## src/hdl/efv_pkg.sv

```systemverilog
// Shared types and constants for the event frame validator.
// No dependencies; every other file refers to this package by scoped name.
`default_nettype none

package efv_pkg;

  localparam int unsigned ByteW      = 8;
  localparam int unsigned CountW     = 7;
  localparam int unsigned OutTdataW  = 16;
  localparam int unsigned SeenW      = 3;
  localparam int unsigned PhaseW     = 2;

  localparam logic [ByteW-1:0]  HeaderByte       = 8'd172;
  localparam int unsigned       FlagBitIdx       = 7;
  localparam logic [SeenW-1:0]  MinLength        = 3'd5;
  localparam logic [SeenW-1:0]  FirstByteSeen    = 3'd1;
  localparam logic [PhaseW-1:0] PhaseAfterHeader = 2'd2;
  localparam logic [PhaseW-1:0] PhaseRecordEnd   = 2'd0;

  typedef enum logic [1:0] {
    VERDICT_INCOMPLETE = 2'd0,
    VERDICT_VALID      = 2'd1,
    VERDICT_INVALID    = 2'd2
  } verdict_e;

  typedef struct packed {
    logic [ByteW-1:0] byte_value;
    logic             frame_start;
  } item_t;

  typedef struct packed {
    logic [CountW-1:0] record_count;
    verdict_e          verdict;
  } result_t;

endpackage

`default_nettype wire

```

## src/hdl/efv_in_stage.sv

```systemverilog
// Input register of the event frame validator: holds one received byte request.
// Depends on efv_pkg for the item type.
`default_nettype none

module efv_in_stage (
  input  wire logic          clk_i,
  input  wire logic          rst_ni,
  input  wire logic          valid_i,
  output logic               ready_o,
  input  efv_pkg::item_t     item_i,
  output logic               valid_o,
  input  wire logic          ready_i,
  output efv_pkg::item_t     item_o
);

  logic           valid_q;
  logic           valid_d;
  efv_pkg::item_t item_q;

  assign ready_o = !valid_q || ready_i;
  assign valid_d = (valid_i && ready_o) || (valid_q && !ready_i);

  always_ff @(posedge clk_i or negedge rst_ni) begin
    if (!rst_ni) begin
      valid_q <= 1'b0;
    end else begin
      valid_q <= valid_d;
    end
  end

  always_ff @(posedge clk_i) begin
    if (valid_i && ready_o) begin
      item_q <= item_i;
    end
  end

  assign valid_o = valid_q;
  assign item_o  = item_q;

endmodule

`default_nettype wire

```

## src/hdl/efv_frame_check.sv

```systemverilog
// Frame state and verdict logic: updates counters, phase and checksum per byte.
// Depends on efv_pkg for constants, the item type and the result type.
`default_nettype none

module efv_frame_check #(
  parameter int unsigned MAX_RECORDS = 64
) (
  input  wire logic          clk_i,
  input  wire logic          rst_ni,
  input  wire logic          advance_i,
  input  efv_pkg::item_t     item_i,
  output efv_pkg::result_t   result_o
);

  localparam int unsigned RecW = $clog2(MAX_RECORDS + 1);

  logic                          header_good_q, header_good_d;
  logic [efv_pkg::SeenW-1:0]     bytes_seen_q, bytes_seen_d;
  logic [efv_pkg::PhaseW-1:0]    length_phase_q, length_phase_d;
  logic [efv_pkg::ByteW-1:0]     previous_byte_q, previous_byte_d;
  logic [efv_pkg::ByteW-1:0]     running_sum_q, running_sum_d;
  logic [RecW-1:0]               records_seen_q, records_seen_d;
  logic [RecW+efv_pkg::CountW-1:0] records_ext;
  logic                          new_frame;
  logic                          closes_frame;

  always_comb begin
    new_frame       = item_i.frame_start || (bytes_seen_q == '0);
    header_good_d   = header_good_q;
    bytes_seen_d    = bytes_seen_q;
    length_phase_d  = length_phase_q;
    records_seen_d  = records_seen_q;
    if (new_frame) begin
      header_good_d  = (item_i.byte_value == efv_pkg::HeaderByte);
      bytes_seen_d   = efv_pkg::FirstByteSeen;
      length_phase_d = efv_pkg::PhaseAfterHeader;
      records_seen_d = '0;
    end else begin
      if (bytes_seen_q < efv_pkg::MinLength) begin
        bytes_seen_d = bytes_seen_q + efv_pkg::SeenW'(1);
      end
      length_phase_d = (length_phase_q >= efv_pkg::PhaseAfterHeader) ?
                       efv_pkg::PhaseRecordEnd : length_phase_q + efv_pkg::PhaseW'(1);
      if ((length_phase_d == efv_pkg::PhaseRecordEnd) &&
          (bytes_seen_d == efv_pkg::MinLength) &&
          (records_seen_q < RecW'(MAX_RECORDS))) begin
        records_seen_d = records_seen_q + RecW'(1);
      end
    end
    closes_frame    = (bytes_seen_d == efv_pkg::MinLength) &&
                      (length_phase_d == efv_pkg::PhaseRecordEnd) &&
                      previous_byte_q[efv_pkg::FlagBitIdx];
    running_sum_d   = (bytes_seen_d == efv_pkg::FirstByteSeen) ? '0 :
                      running_sum_q + item_i.byte_value;
    previous_byte_d = item_i.byte_value;
  end

  always_comb begin
    if (!header_good_d) begin
      result_o.verdict = efv_pkg::VERDICT_INVALID;
    end else if (closes_frame) begin
      result_o.verdict = (running_sum_q == item_i.byte_value) ?
                         efv_pkg::VERDICT_VALID : efv_pkg::VERDICT_INVALID;
    end else begin
      result_o.verdict = efv_pkg::VERDICT_INCOMPLETE;
    end
    records_ext           = {{efv_pkg::CountW{1'b0}}, records_seen_d};
    result_o.record_count = records_ext[efv_pkg::CountW-1:0];
  end

  always_ff @(posedge clk_i or negedge rst_ni) begin
    if (!rst_ni) begin
      header_good_q   <= 1'b0;
      bytes_seen_q    <= '0;
      length_phase_q  <= '0;
      previous_byte_q <= '0;
      running_sum_q   <= '0;
      records_seen_q  <= '0;
    end else if (advance_i) begin
      header_good_q   <= header_good_d;
      bytes_seen_q    <= bytes_seen_d;
      length_phase_q  <= length_phase_d;
      previous_byte_q <= previous_byte_d;
      running_sum_q   <= running_sum_d;
      records_seen_q  <= records_seen_d;
    end
  end

endmodule

`default_nettype wire

```

## src/hdl/efv_out_stage.sv

```systemverilog
// Result register of the event frame validator: holds one verdict until taken.
// Depends on efv_pkg for the result type.
`default_nettype none

module efv_out_stage (
  input  wire logic          clk_i,
  input  wire logic          rst_ni,
  input  wire logic          valid_i,
  output logic               ready_o,
  input  efv_pkg::result_t   result_i,
  output logic               valid_o,
  input  wire logic          ready_i,
  output efv_pkg::result_t   result_o
);

  logic             valid_q;
  logic             valid_d;
  efv_pkg::result_t result_q;

  assign ready_o = !valid_q || ready_i;
  assign valid_d = (valid_i && ready_o) || (valid_q && !ready_i);

  always_ff @(posedge clk_i or negedge rst_ni) begin
    if (!rst_ni) begin
      valid_q <= 1'b0;
    end else begin
      valid_q <= valid_d;
    end
  end

  always_ff @(posedge clk_i) begin
    if (valid_i && ready_o) begin
      result_q <= result_i;
    end
  end

  assign valid_o  = valid_q;
  assign result_o = result_q;

endmodule

`default_nettype wire

```

## src/hdl/event_frame_validator.sv

```systemverilog
// Top level of the event frame validator: input register, frame check, result register.
// Depends on efv_pkg, efv_in_stage, efv_frame_check and efv_out_stage.
//
//   Channel  Direction  Content
//   s_axis   in         tdata: byte_value[7:0]; tuser: frame_start
//   m_axis   out        tdata: verdict[1:0], record_count[8:2], zero [15:9]
//
// One byte request is accepted per cycle while m_axis is not stalled; its verdict is
// offered on m_axis after it has passed the input register and then the result register.
// The rate is set by the combinational update of the sum, phase and counters.
// Reset clears the frame state, so the first byte after reset opens a frame.
// A stalled output holds its result and back-pressure reaches the input in the same cycle.
`default_nettype none

module event_frame_validator #(
  parameter int unsigned MAX_RECORDS = 64
) (
  input  wire logic        clk_i,
  input  wire logic        rst_ni,
  input  wire logic        s_axis_tvalid_i,
  output logic             s_axis_tready_o,
  input  wire logic [7:0]  s_axis_tdata_i,   // byte_value
  input  wire logic        s_axis_tuser_i,   // frame_start
  output logic             m_axis_tvalid_o,
  input  wire logic        m_axis_tready_i,
  output logic [efv_pkg::OutTdataW-1:0] m_axis_tdata_o  // verdict, record_count, zero padding
);

  efv_pkg::item_t   in_item;
  efv_pkg::item_t   held_item;
  efv_pkg::result_t check_result;
  efv_pkg::result_t out_result;
  logic             held_valid;
  logic             out_ready;

  assign in_item.byte_value  = s_axis_tdata_i;
  assign in_item.frame_start = s_axis_tuser_i;

  efv_in_stage u_in_stage (
    .clk_i   (clk_i),
    .rst_ni  (rst_ni),
    .valid_i (s_axis_tvalid_i),
    .ready_o (s_axis_tready_o),
    .item_i  (in_item),
    .valid_o (held_valid),
    .ready_i (out_ready),
    .item_o  (held_item)
  );

  efv_frame_check #(
    .MAX_RECORDS (MAX_RECORDS)
  ) u_frame_check (
    .clk_i     (clk_i),
    .rst_ni    (rst_ni),
    .advance_i (held_valid && out_ready),
    .item_i    (held_item),
    .result_o  (check_result)
  );

  efv_out_stage u_out_stage (
    .clk_i    (clk_i),
    .rst_ni   (rst_ni),
    .valid_i  (held_valid),
    .ready_o  (out_ready),
    .result_i (check_result),
    .valid_o  (m_axis_tvalid_o),
    .ready_i  (m_axis_tready_i),
    .result_o (out_result)
  );

  assign m_axis_tdata_o = {7'b0, out_result.record_count, 2'(out_result.verdict)};

endmodule

`default_nettype wire
```

## config.mk

```make
export PLATFORM = sky130hd
export DESIGN_NAME = event_frame_validator
export DESIGN_NICKNAME = d
export VERILOG_FILES = /design/src/hdl/efv_pkg.sv /design/src/hdl/efv_in_stage.sv /design/src/hdl/efv_frame_check.sv /design/src/hdl/efv_out_stage.sv /design/src/hdl/event_frame_validator.sv
export SDC_FILE = /design/constraint.sdc
export NUM_CORES = 1
export LEC_CHECK = 0
export ABC_AREA = 1
export BUFFER_PORTS_ARGS = -buffer_cell sky130_fd_sc_hd__buf_2
export CORE_UTILIZATION = 40
export CTS_BUF_LIST = sky130_fd_sc_hd__clkbuf_4
export DETAILED_ROUTE_END_ITERATION = 8
export HOLD_SLACK_MARGIN = 0.05
export PLACE_DENSITY_LB_ADDON = 0.25
export SYNTH_ARGS = -nofsm -noshare
export SYNTH_HDL_FRONTEND = slang
export SYNTH_SLANG_ARGS = --single-unit
```

## constraint.sdc

```tcl
create_clock -name clk_i -period 2.1 [get_ports clk_i]
set_clock_uncertainty 0.05 [all_clocks]
set_input_delay 0.315 -clock clk_i [delete_from_list [all_inputs] [get_ports clk_i]]
set_output_delay 0.315 -clock clk_i [all_outputs]
set_load 0.01 [all_outputs]
```

==> flow_summary.json <==
{
  "status": "finished, final reports clean",
  "clk_pin_slew_worst_paths_ns": 0.11,
  "fin_tns_setup_ns": 0,
  "ir_drop_mv": 0.448,
  "cts_buffer_depth": 2,
  "root_buffer": "clkbuf_4",
  "ys_types": 32,
  "gr-total-overflow": 0,
  "die-height_um": 77.5,
  "grt_pass1_wl_mm": 7.44,
  "hold_slack_ns": 0.0873,
  "synth_flop_cell": "dfrtp_1",
  "insertion_delay_ns": 0.35,
  "synth_top_family_by_area": "simple AND/OR/NAND/NOR gates",
  "wl_met2_mm": 1.97,
  "hp-class": "input pin to register",
  "grt_pass1_vias": 1661,
  "start_kind": "register",
  "netlist_instances": 261,
  "vias": 1761,
  "grt_use_total": 0.158,
  "io_pins": 31,
  "dr.pass1.iters": 4,
  "routedWlPerCell_um": 11.2,
  "p_sw_mw": 0.926,
  "coreArea_um2": 5510,
  "slew_violations": 0,
  "cap_violations": 0,
  "rsz0062_at_grt": "false",
  "crit_arrival_ns": 1.96,
  "start_util": 0.414,
  "ys_seq_area_frac": 0.500,
  "synthToLayoutAreaGrowth_pct": 12.0,
  "power.internal_mw": 1.51,
  "rows": 27,
  "yosysTopAreaCellShare": 0.263,
  "fin_ws_ns": 0.195,
  "antenna_found_initial": 0,
  "finalNetCount": 318,
  "ys_seq_elements": 42,
  "dieArea_um2": 6010,
  "ant_nets": 0,
  "cts_tree": "done",
  "synth.top_cells.by_count": "nand2_1 (90), dfrtp_1 (24), inv_1 (22), edfxtp_1 (18), nand3_1 (17)",
  "postPlaceCellArea_um2": 2490,
  "top_layer": "met4",
  "total_power_mw": 2.43,
  "crit_path_end_kind": "register",
  "cts_hold_buf": 1,
  "synth-simple-area-share": 0.253,
  "vias_per_cell": 4.80,
  "ctsHtreeMaxLevel": 2,
  "hold_violations": 0,
  "clock_sinks": 42,
  "setup_violations": 0,
  "layout_min_cycle_time_ns": 1.90,
  "synth_top_cell_by_area": "dfrtp_1",
  "antenna_cells": 0,
  "drive_gt1_frac": 0.159,
  "drtIter0Drc": 84,
  "maxSlewHeadroom": 0.629,
  "synth_compound_area_frac": 0.0801,
  "avgSynthCellArea_um2": 8.74,
  "synth.most_common_cell": "nand2_1",
  "wl_met3_um": 187,
  "swShare": 0.380,
  "place_ws_ns": 0.219,
  "pwr-share-seq": 0.455,
  "synth_edf_count": 18,
  "worstPathRequired_ns": 2.16,
  "path_max_fanout": 6,
  "gp_congestion": 0.835,
  "synth.top_cells.by_area": "dfrtp_1 (26%), edfxtp_1 (24%), nand2_1 (15%), ha_1 (5.5%), nand3_1 (3.7%)",
  "route.detailed.drc": 0,
  "post-route-period-util": 0.907,
  "synth_adder_area_share": 0.0636,
  "netlist_area_um2": 2280,
  "fmax_ghz": 0.525,
  "met1_length_mm": 1.88,
  "post_cts_buffers": 0,
  "comb_power_share": 0.389,
  "tightest_slew_ns": 0.556,
  "power.density_nw_per_um2": 953,
  "synthMuxAreaShare": 0,
  "pwr-share-clk": 0.156,
  "grt_max_degree": 25,
  "cts.repair.resized": 0,
  "fin_area_um2": 2550,
  "async_reset_ff_frac": 0.571,
  "yosys_warnings": 0,
  "worstSetupPathType": "register to register",
  "io_buffers": 23,
  "numCtsBuffers": 5,
  "synthXorXnorAreaFrac": 0.0269,
  "wl_mm": 4.10,
  "leakagePower_nw": 1.28,
  "die_w_um": 77.5,
  "dp_hpwl_mm": 3.18
}
## cell type report
type                       count  area, um^2
clock inverter                 2        8.76
clock buffer                   6        45.0
timing repair buffer          30         170
tap                           72        90.1
sequential                    42        1140
inverter                      27         106
fill                         535        2950
multi-input combinational    188         992
## worst max-delay path: stages, from the launching register on
cell	delay (ns)
dfrtp_1	0.40
inv_1	0.10
ha_1	0.29
nand2_1	0.09
o211ai_1	0.11
nor2_1	0.33
nand2_1	0.12
and3_1	0.18
## path summary, 6_finish.rpt
kind / depth (start not counted) / startpoint / endpoint / slack, ns
min in group asynchronous: 2 / rst_ni / u_frame_check.records_seen_q[1] / 0.42
max reg2reg: 7 / u_frame_check.bytes_seen_q[0] / u_out_stage.result_o[3] / 0.20
min: 1 / s_axis_tuser_i / u_in_stage.item_o[0] / 0.09
max: 7 / u_frame_check.bytes_seen_q[0] / u_out_stage.result_o[3] / 0.20
min reg2reg: 2 / u_frame_check.previous_byte_q[7] / u_frame_check.previous_byte_q[7] / 0.45
max in group asynchronous: 2 / rst_ni / u_frame_check.records_seen_q[3] / 1.20
## power by group through the flow
| stage | Combinational (mW) | Clock [mW] | Sequential, mW |
|---|---|---|---|
| 2_1_floorplan | 0.733 | 0 | 1.10 |
| 3_3_place_gp | 0.932 | 0 | 1.12 |
| 3_5_place_dp | 0.951 | 0 | 1.12 |
| 4_1_cts | 0.953 | 0.401 | 1.11 |
| 5_1_grt | 1.09 | 0.431 | 1.13 |
| 6_report | 0.948 | 0.380 | 1.11 |
## kinds of logic (layout without fill, tap and decap cells)
| kind of cell | count (synthesis) | count (layout) |
|---|---|---|
| buffers and inverters | 37 | 65 |
| AO/OA/AOI/OAI | 27 | 27 |
| other | 1 | 7 |
| AND/OR/NAND/NOR | 136 | 136 |
| flip-flops | 42 | 42 |
| adder cells (fa/ha/maj) | 11 | 11 |
| XOR/XNOR | 7 | 7 |
## cells in the final DEF (no fill, tap or decap), drive strengths merged, types with 2 or more instances in the layout
| master | synthesis | final |
|---|---|---|
| o21ai | 6 | 6 |
| clkbuf | 3 | 6 |
| a21oi | 15 | 15 |
| dfrtp | 24 | 24 |
| conb | 1 | 7 |
| nand2 | 90 | 90 |
| inv | 26 | 26 |
| xor2 | 3 | 3 |
| xnor2 | 4 | 4 |
| buf | 7 | 29 |
| nor3 | 2 | 2 |
| nor2 | 17 | 17 |
| ha | 10 | 10 |
| clkinv | 1 | 3 |
| o31ai | 2 | 2 |
| edfxtp | 18 | 18 |
| nand4 | 6 | 6 |
| nand3 | 17 | 17 |
## per-stage QoR
stage          cells   util
2_1_floorplan    267      -
3_3_place_gp     358  0.452
3_5_place_dp     358  0.452
4_1_cts          367  0.464
5_1_grt          367  0.464
6_report         367  0.464
## sequential cells by signal, summed over array words and instances (netlist names)
name / cells
u_in_stage.item_o: 9
u_out_stage.result_o: 9
u_frame_check.running_sum_q: 8
u_frame_check.records_seen_q: 7
u_frame_check.bytes_seen_q: 3
u_frame_check.length_phase_q: 2
u_frame_check.header_good_q: 1
u_frame_check.previous_byte_q: 1
u_in_stage.valid_o: 1
u_out_stage.valid_o: 1
## routing by layer
metal	track usage	up-vias
met5	0	-
met4	0.0566	0
met3	0.0353	6
met2	0.265	53
met1	0.201	793
li1	-	909
(Power assumes the default switching activity.)
